$ cat src/sv/wts_pkg.sv
// ----------------------------------------------------------------------------
// wts_pkg
// Shared types and constants for the WSOLA time stretch block.
// ----------------------------------------------------------------------------
`default_nettype none

package wts_pkg;

   localparam int unsigned HOP_MAX     = 64;
   localparam int unsigned HOP_W       = 7;
   localparam int unsigned SAMPLE_W    = 16;
   localparam int unsigned ACC_W       = 24;
   localparam int unsigned CSR_ADDR_W  = 3;
   localparam int unsigned CSR_DATA_W  = 32;
   localparam int unsigned HOP_RESET   = 32;

   // Register indexes, taken from the word address of the configuration port.
   localparam logic REG_ANALYSIS_HOP  = 1'b0;
   localparam logic REG_SYNTHESIS_HOP = 1'b1;

   // One queue entry: a sample to store and, if frame is set, the hops of
   // the frame that this sample completes.
   typedef struct packed {
      logic signed [SAMPLE_W-1:0] sample;
      logic                       frame;
      logic [HOP_W-1:0]           ha;
      logic [HOP_W-1:0]           hs;
   } wts_cmd_type;

   typedef enum logic [2:0] {
      BK_CLEAR,
      BK_IDLE,
      BK_CORR,
      BK_DRAIN,
      BK_ADD,
      BK_EMIT_RD,
      BK_EMIT
   } wts_back_state_type;

   // Hop register value as used by the datapath: zero acts as one, large
   // values saturate.
   function automatic logic [HOP_W-1:0] clamp_hop(input logic [HOP_W-1:0] h);
      logic [HOP_W-1:0] r;
      r = h;
      if (h == '0) begin
         r = HOP_W'(1);
      end else if (h > HOP_W'(HOP_MAX)) begin
         r = HOP_W'(HOP_MAX);
      end
      return r;
   endfunction

endpackage

`default_nettype wire

$ cat src/sv/wts_queue.sv
// ----------------------------------------------------------------------------
// wts_queue
// Two-entry queue of sample commands between the front and the back.
// ----------------------------------------------------------------------------
`default_nettype none

module wts_queue
   import wts_pkg::*;
(
   input  wire logic        clock,
   input  wire logic        reset,
   input  wire logic        push,
   input  wire wts_cmd_type push_data,
   output logic             full,
   input  wire logic        pop,
   output wts_cmd_type      pop_data,
   output logic             empty
);

   wts_cmd_type mem_ff [2];
   logic        wp_ff, wp_in, rp_ff, rp_in;
   logic [1:0]  cnt_ff, cnt_in;

   assign full     = cnt_ff == 2'd2;
   assign empty    = cnt_ff == 2'd0;
   assign pop_data = mem_ff[rp_ff];

   always_comb begin
      wp_in  = push ? ~wp_ff : wp_ff;
      rp_in  = pop  ? ~rp_ff : rp_ff;
      cnt_in = cnt_ff + 2'(push) - 2'(pop);
   end

   always_ff @(posedge clock) begin
      if (push) begin
         mem_ff[wp_ff] <= push_data;
      end
   end

   always_ff @(posedge clock) begin
      if (reset) begin
         wp_ff  <= 1'b0;
         rp_ff  <= 1'b0;
         cnt_ff <= '0;
      end else begin
         wp_ff  <= wp_in;
         rp_ff  <= rp_in;
         cnt_ff <= cnt_in;
      end
   end

endmodule

`default_nettype wire

$ cat config.mk
export PLATFORM = sky130hd
export DESIGN_NAME = wts_queue
export DESIGN_NICKNAME = d
export VERILOG_FILES = /design/src/sv/wts_pkg.sv /design/src/sv/wts_queue.sv
export SDC_FILE = /design/constraint.sdc
export NUM_CORES = 1
export LEC_CHECK = 0
export ABC_AREA = 1
export BUFFER_PORTS_ARGS = -buffer_cell sky130_fd_sc_hd__buf_4
export CORE_MARGIN = 3
export CORE_UTILIZATION = 50
export CTS_CLUSTER_DIAMETER = 100
export CTS_CLUSTER_SIZE = 20
export DETAILED_ROUTE_END_ITERATION = 7
export PLACE_DENSITY = 0.77
export SLEW_MARGIN = 20
export SYNTH_ARGS = -nofsm -noshare
export SYNTH_HDL_FRONTEND = slang
export SYNTH_SLANG_ARGS = --single-unit
export TNS_END_PERCENT = 5
$ cat constraint.sdc
create_clock -name clock -period 4.6 [get_ports clock]
set_input_delay 0.23 -clock clock [delete_from_list [all_inputs] [get_ports clock]]
set_output_delay 0.23 -clock clock [all_outputs]
set_load 0.01 [all_outputs]
==> metrics.txt <==
# TYPE chip_impl_metric gauge
chip_impl_metric{name="fp.coreArea",unit="um^2"} 4560
chip_impl_metric{name="synth_fp_nets",unit=""} 164
chip_impl_metric{name="grt_remaining_overflow",unit=""} 0
chip_impl_metric{name="clkTransAtPathRegs",unit="ps"} 70
chip_impl_metric{name="synthDominantCellAreaShare",unit="%"} 75.4
chip_impl_metric{name="async_reset_ff_share",unit="%"} 0
chip_impl_info{name="worst_hold_startpoint",value="push_data[15]"} 1
chip_impl_metric{name="floorplan.die.width",unit="um"} 76.3
chip_impl_metric{name="clock_tree.buffer_depth",unit=""} 2
chip_impl_metric{name="finalSetupTns",unit="ps"} 0
chip_impl_metric{name="cts.sinks",unit=""} 67
chip_impl_metric{name="max_freq",unit="MHz"} 470
chip_impl_metric{name="yosysWarningCount",unit=""} 0
chip_impl_metric{name="worstPathArrival",unit="ps"} 1900
chip_impl_metric{name="synth_edf_count",unit=""} 62
chip_impl_metric{name="cts.repair.resized",unit=""} 0
chip_impl_info{name="endpoint_kind",value="output port"} 1
chip_impl_metric{name="worst_ir_drop_vdd",unit="mV"} 0.337
chip_impl_metric{name="switching_share",unit="%"} 21.6
chip_impl_metric{name="drive_gt1_share",unit="%"} 56.2
chip_impl_info{name="clock_tree_from_tritoncts",value="yes"} 1
chip_impl_metric{name="regToRegSetupSlack",unit="ps"} 3040
chip_impl_metric{name="std_cell_rows",unit=""} 24
chip_impl_metric{name="hold_viol",unit=""} 0
chip_impl_metric{name="cts_post_setup_buffers_inserted",unit=""} 0
chip_impl_info{name="synth_area_leaders",value="sky130_fd_sc_hd__edfxtp_1, sky130_fd_sc_hd__mux2_2, sky130_fd_sc_hd__dfxtp_1"} 1
chip_impl_metric{name="start_util",unit="%"} 54.1
chip_impl_metric{name="slowest_delay",unit="ps"} 650
chip_impl_metric{name="drtAntennaViolNets",unit=""} 0
chip_impl_metric{name="hold_buffers",unit=""} 0
chip_impl_metric{name="syn_to_final_growth",unit="%"} 32.1
chip_impl_metric{name="grtUsageTotal",unit="%"} 16.8
chip_impl_info{name="yosysMostFrequentCell",value="sky130_fd_sc_hd__edfxtp_1"} 1
chip_impl_metric{name="drtPass1Iterations",unit=""} 4
chip_impl_info{name="min_to",value="mem_ff[0][15]$_DFFE_PP_"} 1
chip_impl_metric{name="num-fill-cells",unit=""} 318
chip_impl_metric{name="clock_tree.htree_level_count",unit=""} 3
chip_impl_info{name="path_common_cell",value="sky130_fd_sc_hd__buf_4"} 1
chip_impl_metric{name="grt_pass1_vias",unit=""} 1483
chip_impl_metric{name="synth_cell_type_count",unit=""} 12
chip_impl_info{name="synth.cells.most_frequent",value="sky130_fd_sc_hd__edfxtp_1, sky130_fd_sc_hd__mux2_2, sky130_fd_sc_hd__inv_1, sky130_fd_sc_hd__nor2_1, sky130_fd_sc_hd__dfxtp_1"} 1
chip_impl_metric{name="grt_max_degree",unit=""} 32
chip_impl_metric{name="syn-mean-instance-area",unit="um^2"} 19.4
chip_impl_metric{name="wirelength",unit="um"} 4470
chip_impl_metric{name="cts_inserted_buffers",unit=""} 9
chip_impl_info{name="path_cells",value="buf_4 -> mux2_2 -> buf_4"} 1
chip_impl_metric{name="detail_route.drc_violations",unit=""} 0
chip_impl_metric{name="portBuffers",unit=""} 67
chip_impl_metric{name="globalplace.congestion",unit=""} 0.703
chip_impl_metric{name="clock_power_share",unit="%"} 36.8
chip_impl_metric{name="ys_ff_latch",unit=""} 67
chip_impl_metric{name="seqPwrFrac",unit="%"} 51.1
chip_impl_metric{name="setup_viol",unit=""} 0
chip_impl_metric{name="p_comb_share",unit="%"} 12.0
chip_impl_metric{name="final.setup_skew",unit="ps"} 4.56
chip_impl_metric{name="synth_sequential_area_ratio",unit="%"} 79.5
chip_impl_metric{name="pin_count",unit=""} 68
chip_impl_metric{name="crit_path_max_fanout",unit=""} 19
chip_impl_info{name="result_of_the_run",value="complete, no violations"} 1
chip_impl_metric{name="p_switching",unit="mW"} 0.303
chip_impl_metric{name="slew_headroom",unit="%"} 62.0
chip_impl_metric{name="postSynthCellCount",unit=""} 127
chip_impl_metric{name="placed_cell_area",unit="um^2"} 3040
chip_impl_metric{name="required_arrival_time_at_the_worst_endpoint",unit="ps"} 4370
chip_impl_metric{name="drt-wirelength-per-cell",unit="um"} 16.2
chip_impl_metric{name="maxCapViolCount",unit=""} 0
chip_impl_info{name="clock_tree.root_cell",value="sky130_fd_sc_hd__clkbuf_8"} 1
chip_impl_metric{name="die-area",unit="um^2"} 5820
chip_impl_metric{name="finalCritPeriodShare",unit="%"} 46.2
chip_impl_metric{name="report.final.slew_viol_count",unit=""} 0
chip_impl_metric{name="antenna_found_initial",unit=""} 0
chip_impl_info{name="r2r-end",value="mem_ff[1][4]$_DFFE_PP_"} 1
chip_impl_metric{name="fp.dieH",unit="um"} 76.3
chip_impl_metric{name="route.vias.total",unit=""} 1337
chip_impl_metric{name="antenna-diode-count",unit=""} 0
chip_impl_info{name="critPathKind",value="reg2out"} 1
chip_impl_metric{name="initialDrtViolationCount",unit=""} 72
chip_impl_metric{name="layout.cell_area.non_filler",unit="um^2"} 3260
chip_impl_metric{name="pwr_density_cell",unit="nW/um^2"} 431
chip_impl_metric{name="p_int",unit="mW"} 1.10
chip_impl_metric{name="worstSkewPairLatency",unit="ps"} 330
chip_impl_info{name="synth_top_flop_cell",value="sky130_fd_sc_hd__edfxtp_1"} 1
chip_impl_metric{name="cell_depth_of_the_worst_min_delay_path",unit=""} 1
chip_impl_metric{name="detailed_placement_hpwl",unit="um"} 3090
chip_impl_metric{name="post_drt_via_cell_ratio",unit=""} 4.86
chip_impl_info{name="crit_path_top_delay_cell",value="sky130_fd_sc_hd__dfxtp_1"} 1
chip_impl_info{name="rsz0062_at_grt",value="no"} 1
chip_impl_info{name="hold_path.class",value="in2reg"} 1
chip_impl_metric{name="post_synth_instance_area",unit="um^2"} 2470
chip_impl_info{name="synth.largest_area_cell",value="sky130_fd_sc_hd__edfxtp_1"} 1
chip_impl_metric{name="timing.reg2reg.worst_path_depth",unit=""} 3
chip_impl_metric{name="final_nets",unit=""} 242
chip_impl_metric{name="power.static_leakage",unit="nW"} 1.28
chip_impl_metric{name="min_period",unit="ps"} 2130
chip_impl_metric{name="timing_worst_slew_pin_value",unit="ps"} 570
chip_impl_info{name="r2r-start",value="wp_ff$_SDFFE_PP0P_"} 1
chip_impl_metric{name="grt_first_pass_wirelength",unit="um"} 7300
chip_impl_info{name="critPathLaunchType",value="flop"} 1
-- worst max-delay path, delay by kind of cell (launching register included) --
| family | cells | cell delay [ps] |
|---|---|---|
| buffers and inverters | 2 | 520 |
| DFF | 1 | 650 |
| muxes | 1 | 390 |
-- metal layers --
| metal | up-vias | GRT usage [%] | part of all wire [%] |
|---|---|---|---|
| li1 | 631 | - | - |
| met1 | 636 | 18.0 | 37 |
| met2 | 58 | 28.1 | 52 |
| met3 | 12 | 7.80 | 8.1 |
| met4 | 0 | 8.15 | 2.7 |
| met5 | - | 0 | 0 |
-- layout make-up --
| type | instances | area, um^2 | area share [%] |
|---|---|---|---|
| tap | 65 | 81.3 | 2.49 |
| clock buffer | 9 | 124 | 3.80 |
| clock inverter | 7 | 92.6 | 2.84 |
| multi-input combinational | 49 | 445 | 13.7 |
| timing repair buffer | 70 | 526 | 16.1 |
| inverter | 8 | 30.0 | 0.921 |
| sequential | 67 | 1960 | 60.2 |
-- per-stage QoR --
stage | util, % | setup WS, ps | power [mW] | hold slack, ps | instances
3_3_place_gp | 66.7 | 2840 | 0.894 | 415 | 259
4_1_cts | 71.4 | 2430 | 1.42 | 64.3 | 275
6_report | 71.4 | 2470 | 1.40 | 79.9 | 275
2_1_floorplan | - | 2540 | 0.814 | 301 | 127
5_1_grt | 71.4 | 2340 | 1.47 | 52.0 | 275
3_5_place_dp | 66.7 | 2800 | 0.902 | 418 | 259
-- kinds of logic after synthesis --
| kind of cell | count (synthesis) | share of synthesized area, % |
|---|---|---|
| and+or+nand+nor | 14 | 2.23 |
| buffers and inverters | 11 | 2.58 |
| muxes | 31 | 14.1 |
| xor gates and xnor gates | 1 | 0.355 |
| AOI/OAI and AO/OA | 1 | 0.203 |
| adders and majority gates | 2 | 1.01 |
| DFF | 67 | 79.5 |
-- flip-flops by register name, summed over array words and instances, names as in the netlist, named ones only --
register,count
mem_ff,62
cnt_ff,2
rp_ff,1
wp_ff,1
-- cell usage in the layout, fill, tap and decap left out, types with 2 or more instances in the layout --
cell type / count
sky130_fd_sc_hd__ha_1: 2
sky130_fd_sc_hd__clkinv_2: 3
sky130_fd_sc_hd__nor2_1: 7
sky130_fd_sc_hd__edfxtp_1: 62
sky130_fd_sc_hd__clkinv_4: 2
sky130_fd_sc_hd__bufinv_16: 2
sky130_fd_sc_hd__inv_1: 8
sky130_fd_sc_hd__clkbuf_8: 9
sky130_fd_sc_hd__buf_4: 70
sky130_fd_sc_hd__nand2_1: 4
sky130_fd_sc_hd__mux2_2: 31
sky130_fd_sc_hd__dfxtp_1: 5
-- power by group through the flow --
stage               Clock (mW)  Combinational (mW)  Sequential (mW)
finish                   0.517               0.169            0.718
global route             0.562               0.185            0.722
CTS                      0.531               0.172            0.718
detailed placement           0               0.171            0.731
global placement             0               0.165            0.728
floorplan                    0              0.0886            0.725
-- worst max-delay path by stage --
stage	startpoint	endpoint	depth (start not counted)
CTS	flop	pop_data[4]	3
finish	flop	pop_data[4]	3
global placement	flop	pop_data[4]	3
detailed placement	flop	pop_data[4]	3
floorplan	wp_ff$_SDFFE_PP0P_	mem_ff[0][0]$_DFFE_PP_	1
global route	flop	pop_data[4]	3
(Power assumes the default switching activity.)
