<file path="config.mk">
export PLATFORM = sky130hd
export DESIGN_NAME = wts_front_flat
export DESIGN_NICKNAME = d
export VERILOG_FILES = /design/src/sv/wts_pkg.sv /design/src/sv/wts_if.sv /design/src/sv/wts_front.sv /design/src/flat_wrapper.sv
export SDC_FILE = /design/constraint.sdc
export NUM_CORES = 1
export LEC_CHECK = 0
export BUFFER_PORTS_ARGS = -buffer_cell sky130_fd_sc_hd__buf_2
export CAP_MARGIN = 20
export CELL_PAD_IN_SITES_DETAIL_PLACEMENT = 1
export CELL_PAD_IN_SITES_GLOBAL_PLACEMENT = 1
export CORE_ASPECT_RATIO = 1.1
export CORE_MARGIN = 2
export CORE_UTILIZATION = 31
export CTS_CLUSTER_DIAMETER = 30
export DETAILED_ROUTE_END_ITERATION = 7
export HOLD_SLACK_MARGIN = 0.15
export PLACE_DENSITY = 0.87
export SYNTH_ARGS = -nofsm -noshare
export SYNTH_HDL_FRONTEND = slang
export SYNTH_SLANG_ARGS = --single-unit
</file>
<file path="constraint.sdc">
create_clock -name clock -period 5.7 [get_ports clock]
set_input_delay 0.57 -clock clock [delete_from_list [all_inputs] [get_ports clock]]
set_output_delay 0.57 -clock clock [all_outputs]
set_load 0.03 [all_outputs]
</file>
<file path="src/sv/wts_pkg.sv">
// ----------------------------------------------------------------------------
// wts_pkg
// Shared types and constants for the WSOLA time stretch block.
// ----------------------------------------------------------------------------
`default_nettype none

package wts_pkg;

   localparam int unsigned HOP_MAX     = 64;
   localparam int unsigned HOP_W       = 7;
   localparam int unsigned SAMPLE_W    = 16;
   localparam int unsigned ACC_W       = 24;
   localparam int unsigned CSR_ADDR_W  = 3;
   localparam int unsigned CSR_DATA_W  = 32;
   localparam int unsigned HOP_RESET   = 32;

   // Register indexes, taken from the word address of the configuration port.
   localparam logic REG_ANALYSIS_HOP  = 1'b0;
   localparam logic REG_SYNTHESIS_HOP = 1'b1;

   // One queue entry: a sample to store and, if frame is set, the hops of
   // the frame that this sample completes.
   typedef struct packed {
      logic signed [SAMPLE_W-1:0] sample;
      logic                       frame;
      logic [HOP_W-1:0]           ha;
      logic [HOP_W-1:0]           hs;
   } wts_cmd_type;

   typedef enum logic [2:0] {
      BK_CLEAR,
      BK_IDLE,
      BK_CORR,
      BK_DRAIN,
      BK_ADD,
      BK_EMIT_RD,
      BK_EMIT
   } wts_back_state_type;

   // Hop register value as used by the datapath: zero acts as one, large
   // values saturate.
   function automatic logic [HOP_W-1:0] clamp_hop(input logic [HOP_W-1:0] h);
      logic [HOP_W-1:0] r;
      r = h;
      if (h == '0) begin
         r = HOP_W'(1);
      end else if (h > HOP_W'(HOP_MAX)) begin
         r = HOP_W'(HOP_MAX);
      end
      return r;
   endfunction

endpackage

`default_nettype wire

</file>
<file path="src/sv/wts_if.sv">
// ----------------------------------------------------------------------------
// wts_req_if / wts_rsp_if
// Valid/ready channels for input samples and stretched output samples.
// ----------------------------------------------------------------------------
`default_nettype none

interface wts_req_if;
   logic               valid;
   logic               ready;
   logic signed [15:0] sample_in;

   modport source (output valid, output sample_in, input ready);
   modport sink   (input valid, input sample_in, output ready);
endinterface


`default_nettype wire

</file>
<file path="src/sv/wts_front.sv">
// ----------------------------------------------------------------------------
// wts_front
// Configuration registers and input classification: counts buffered samples
// and marks the sample that completes a frame.
// ----------------------------------------------------------------------------
`default_nettype none

module wts_front
   import wts_pkg::*;
#(
   parameter int unsigned WINDOW = 128
) (
   input  wire logic                  clock,
   input  wire logic                  reset,
   wts_req_if.sink                    req_ch,
   input  wire logic                  psel,
   input  wire logic                  penable,
   input  wire logic                  pwrite,
   input  wire logic [CSR_ADDR_W-1:0] paddr,
   input  wire logic [CSR_DATA_W-1:0] pwdata,
   output logic      [CSR_DATA_W-1:0] prdata,
   output logic                       pready,
   input  wire logic                  back_ready,
   input  wire logic                  q_full,
   output logic                       q_push,
   output wts_cmd_type                q_data
);

   localparam int unsigned BW = $clog2(WINDOW + HOP_MAX + 1);

   logic [HOP_W-1:0] ha_ff, ha_in, hs_ff, hs_in;
   logic [BW-1:0]    buf_ff, buf_in;
   logic [BW-1:0]    buf_inc;
   logic [HOP_W-1:0] ha_c, hs_c;
   logic             frame;
   logic             csr_wr;

   assign pready = 1'b1;
   assign csr_wr = psel && penable && pwrite;
   assign prdata = (paddr[2] == REG_SYNTHESIS_HOP) ?
                   CSR_DATA_W'(hs_ff) : CSR_DATA_W'(ha_ff);

   assign req_ch.ready = back_ready && !q_full;
   assign q_push       = req_ch.valid && req_ch.ready;

   assign ha_c    = clamp_hop(ha_ff);
   assign hs_c    = clamp_hop(hs_ff);
   assign buf_inc = buf_ff + BW'(1);
   assign frame   = buf_inc >= BW'(WINDOW) + BW'(ha_c[HOP_W-1:1]);

   always_comb begin
      q_data.sample = req_ch.sample_in;
      q_data.frame  = frame;
      q_data.ha     = ha_c;
      q_data.hs     = hs_c;
   end

   always_comb begin
      ha_in  = ha_ff;
      hs_in  = hs_ff;
      buf_in = buf_ff;
      if (csr_wr) begin
         if (paddr[2] == REG_ANALYSIS_HOP) begin
            ha_in = pwdata[HOP_W-1:0];
         end else begin
            hs_in = pwdata[HOP_W-1:0];
         end
      end
      if (q_push) begin
         buf_in = frame ? (buf_inc - BW'(ha_c)) : buf_inc;
      end
   end

   always_ff @(posedge clock) begin
      if (reset) begin
         ha_ff  <= HOP_W'(HOP_RESET);
         hs_ff  <= HOP_W'(HOP_RESET);
         buf_ff <= '0;
      end else begin
         ha_ff  <= ha_in;
         hs_ff  <= hs_in;
         buf_ff <= buf_in;
      end
   end

endmodule

`default_nettype wire

</file>
<file path="src/flat_wrapper.sv">
// flat-port wrapper written by rule: the top's interface ports become plain ports
module wts_front_flat import wts_pkg::*;
#(
   parameter int unsigned WINDOW = 128
)
  (clock, reset, psel, penable, pwrite, paddr, pwdata, prdata, pready, back_ready, q_full, q_push, q_data, req_ch_valid, req_ch_sample_in, req_ch_ready);
  wts_req_if req_ch_i ();
  input  wire logic clock;
  input  wire logic reset;
  input  wire logic psel;
  input  wire logic penable;
  input  wire logic pwrite;
  input  wire logic [CSR_ADDR_W-1:0] paddr;
  input  wire logic [CSR_DATA_W-1:0] pwdata;
  output logic      [CSR_DATA_W-1:0] prdata;
  output logic pready;
  input  wire logic back_ready;
  input  wire logic q_full;
  output logic q_push;
  output wts_cmd_type q_data;
  input wire logic [$bits(req_ch_i.valid)-1:0] req_ch_valid;
  input wire logic [$bits(req_ch_i.sample_in)-1:0] req_ch_sample_in;
  output wire logic [$bits(req_ch_i.ready)-1:0] req_ch_ready;
  assign req_ch_i.valid = req_ch_valid;
  assign req_ch_i.sample_in = req_ch_sample_in;
  assign req_ch_ready = req_ch_i.ready;
  wts_front #(.WINDOW(WINDOW)) u_core (.clock(clock), .reset(reset), .req_ch(req_ch_i), .psel(psel), .penable(penable), .pwrite(pwrite), .paddr(paddr), .pwdata(pwdata), .prdata(prdata), .pready(pready), .back_ready(back_ready), .q_full(q_full), .q_push(q_push), .q_data(q_data));
endmodule
</file>
==> results.yml <==
status:
  status: "finished, final reports clean"
clock_network:
  cts_resized: 0
  cts_root_buffer: "clkbuf_8"
  path_clk_slew_ns: 0.08
  numCtsBuffers: 3
  post_cts_buffers: 0
  clk-insertion-delay-late_ns: 0.26
  clockBufferDepth: 2
  tritoncts: "yes"
  ctsHoldBuffers: 0
  ctsHtreeMaxLevel: 1
  clock_sinks: 22
drt:
  ant_nets: 0
  routed_wire_length_per_instance_um: 14.14
  num_vias: 1679
  avgViaCountPerCell: 4.867
  wl_mm: 4.879
  drc_errors: 0
  dr.pass1.iters: 4
  drt_iter0_drc: 82
synth:
  synth_edf_count: 0
  yosys_warnings: 0
  syn_inst: 247
  synth.avg_cell_area_um2: 7.862
  synth_ff_type: "dfxtp_1"
  syn_area_um2: 1942
  async_reset_ff_frac: 0
  synth_seq_cells: 22
  netlist-cell-type-count: 41
  ys_seq_area_frac: 0.2268
critical_path:
  r2r_slack_ns: 3.04
  crit-reg2reg-launch: "u_core.buf_ff[2]$_SDFFE_PP0P_"
  cp.required_ns: 5.13
  start_kind: "flop"
  reg2regPathDepth: 10
  cp.arrival_ns: 2.67
  rr_endpoint: "u_core.buf_ff[1]$_SDFFE_PP0P_"
  end_kind: "primary output"
  path_max_fanout: 8
  worst-setup-path-type: "reg -> out"
global_route:
  grt_max_degree: 17
  grt_pass1_vias: 1779
  antenna_found_initial: 0
  overflow: 0
  grtUsageTotal: 0.1442
  grt_pass1_wl_mm: 8.024
cells_and_area:
  fin_cells: 345
  final_util: 0.3313
  fin_nets: 339
  n_antenna_cell: 0
  drive_above_1_share: 0.2038
  fillers: 778
  area_growth_pct: 4.381
worst_hold_path:
  min_from: "u_core.hs_ff[0]$_SDFFE_PP0P_"
  hold_depth: 2
  whs_endpoint: "u_core.hs_ff[0]$_SDFFE_PP0P_"
  hp-class: "reg -> reg"
timing:
  worst_slew_pin_slew_ns: 0.8740
  skew_ns: 0.006687
  setup_slack_ns: 2.456
  hold_viol_final: 0
  rsz0062_at_grt: "no"
  final.setup.tns_ns: 0
  max_freq_mhz: 308.3
  finalSetupViolations: 0
  finalCritPeriodShare: 0.5690
  maxSlewHeadroom: 0.4152
  fin_crit_ns: 3.244
  drv_slew: 0
die:
  ios: 125
  die_w_um: 79.46
  core_area_um2: 6118
  initial_utilization: 0.3174
  die_area_um2: 6914
  fp-row-count: 30
  die_h_um: 87.01
power:
  ir_drop_v: 0.00006870
  p_per_area_nw_per_um2: 177.5
  p_leak_nw: 0.9388
place:
  io_buffer_count: 39
  gp_congestion: 0.7857
  place.detailed.hpwl_mm: 3.950
  placed_cells: 342
  dpl_worst_slack_ns: 2.757
run:
  cap_violations: 0
registers in the layout, indices dropped and copies added, names as in the netlist:
register       cells
u_core.buf_ff      8
u_core.ha_ff       7
u_core.hs_ff       7
layout by cell type (no fill, tap or decap), types with 2 or more instances in the layout:
cell type / n
a211oi_1: 2
a21o_1: 2
a21oi_1: 20
buf_2: 39
clkbuf_8: 3
clkinv_1: 2
conb_1: 26
dfxtp_1: 22
ha_1: 13
inv_1: 8
mux2_2: 6
mux2i_1: 12
nand2_1: 28
nand2b_1: 2
nand3_1: 5
nor2_1: 17
nor2b_1: 8
nor3_1: 5
nor4b_1: 2
o211ai_1: 2
o21a_1: 3
o21ai_0: 9
o21ai_1: 4
xnor2_1: 6
xor2_1: 3
where the power goes:
| part | leakage, nW | internal, mW | switching (mW) |
|---|---|---|---|
| registers | 0.178 | 0.158 | 0.00500 |
| clock network | 0.0216 | 0.0472 | 0.0509 |
| logic | 0.739 | 0.0296 | 0.0696 |
| total | 0.939 | 0.234 | 0.125 |
cell type report:
class | instances | area [um^2] | area share
multi-input combinational | 190 | 1196 | 0.5901
sequential | 22 | 440.4 | 0.2173
timing repair buffer | 39 | 195.2 | 0.09630
tap | 80 | 100.1 | 0.04938
inverter | 11 | 53.80 | 0.02654
clock buffer | 3 | 41.29 | 0.02037
synth_stat cells (2+ instances only):
cell type | instances | area [um^2]
buf_4 | 43 | 322.8
nand2_1 | 28 | 105.1
dfxtp_1 | 22 | 440.4
a21oi_1 | 20 | 100.1
nor2_1 | 17 | 63.81
ha_1 | 13 | 162.7
mux2i_1 | 12 | 120.1
o21ai_0 | 9 | 45.04
inv_1 | 8 | 30.03
nor2b_1 | 8 | 50.05
mux2_2 | 6 | 67.56
xnor2_1 | 6 | 52.55
clkbuf_1 | 5 | 18.77
nand3_1 | 5 | 25.02
nor3_1 | 5 | 25.02
o21ai_1 | 4 | 20.02
o21a_1 | 3 | 22.52
xor2_1 | 3 | 26.28
a211oi_1 | 2 | 15.01
a21o_1 | 2 | 15.01
clkinv_1 | 2 | 7.510
conb_1 | 2 | 7.510
nand2b_1 | 2 | 12.51
nor4b_1 | 2 | 17.52
o211ai_1 | 2 | 15.01
per-layer routing:
| metal | track usage | vias up | wire (um) |
|---|---|---|---|
| li1 | - | 814 | - |
| met1 | 0.1509 | 795 | 1987 |
| met2 | 0.2765 | 60 | 2542 |
| met3 | 0.02593 | 10 | 248 |
| met4 | 0.06426 | 0 | 100 |
| met5 | 0 | - | 0 |
per-stage QoR:
| stage | cell area, um^2 | hold WS, ns | power [mW] |
|---|---|---|---|
| global route | 2027 | 0.5006 | 0.3819 |
| detailed placement | 1986 | 0.4706 | 0.2645 |
| floorplan | 2032 | 0.4456 | 0.2756 |
| global placement | 1986 | 0.4619 | 0.2610 |
| CTS | 2027 | 0.4795 | 0.3602 |
| finish | 2027 | 0.4773 | 0.3598 |
kinds of logic (layout without fill, tap and decap cells):
| group | after synthesis | after routing | share of synthesized area |
|---|---|---|---|
| adders and majority gates | 13 | 13 | 0.08376 |
| xor gates and xnor gates | 9 | 9 | 0.04060 |
| muxes | 18 | 18 | 0.09665 |
| other | 2 | 26 | 0.003867 |
| and+or+nand+nor | 75 | 75 | 0.1856 |
| DFF | 22 | 22 | 0.2268 |
| AOI/OAI and AO/OA | 49 | 49 | 0.1591 |
| buffers and inverters | 59 | 53 | 0.2036 |
critical path: stages (launching register included):
cell and delay [ns]:
dfxtp_1 0.49, nand3_2 0.14, or2_2 0.34, xnor2_1 0.18, ha_1 0.32, o211ai_1 0.08
o2111a_1 0.29, or2_4 0.28, clkinv_8 0.08, buf_2 0.19
worst max-delay path by stage:
stage | from | endpoint | slack (ns)
after floorplan | u_core.buf_ff[2]$_SDFFE_PP0P_ | q_data[14] | 3.08
after global placement | u_core.buf_ff[2]$_SDFFE_PP0P_ | q_data[14] | 2.82
after detailed placement | u_core.buf_ff[2]$_SDFFE_PP0P_ | q_data[14] | 2.76
after CTS | u_core.buf_ff[2]$_SDFFE_PP0P_ | q_data[14] | 2.46
after global routing | u_core.buf_ff[2]$_SDFFE_PP0P_ | q_data[14] | 2.31
final | u_core.buf_ff[2]$_SDFFE_PP0P_ | q_data[14] | 2.46
Note: power is estimated with default switching activity, not from simulation.
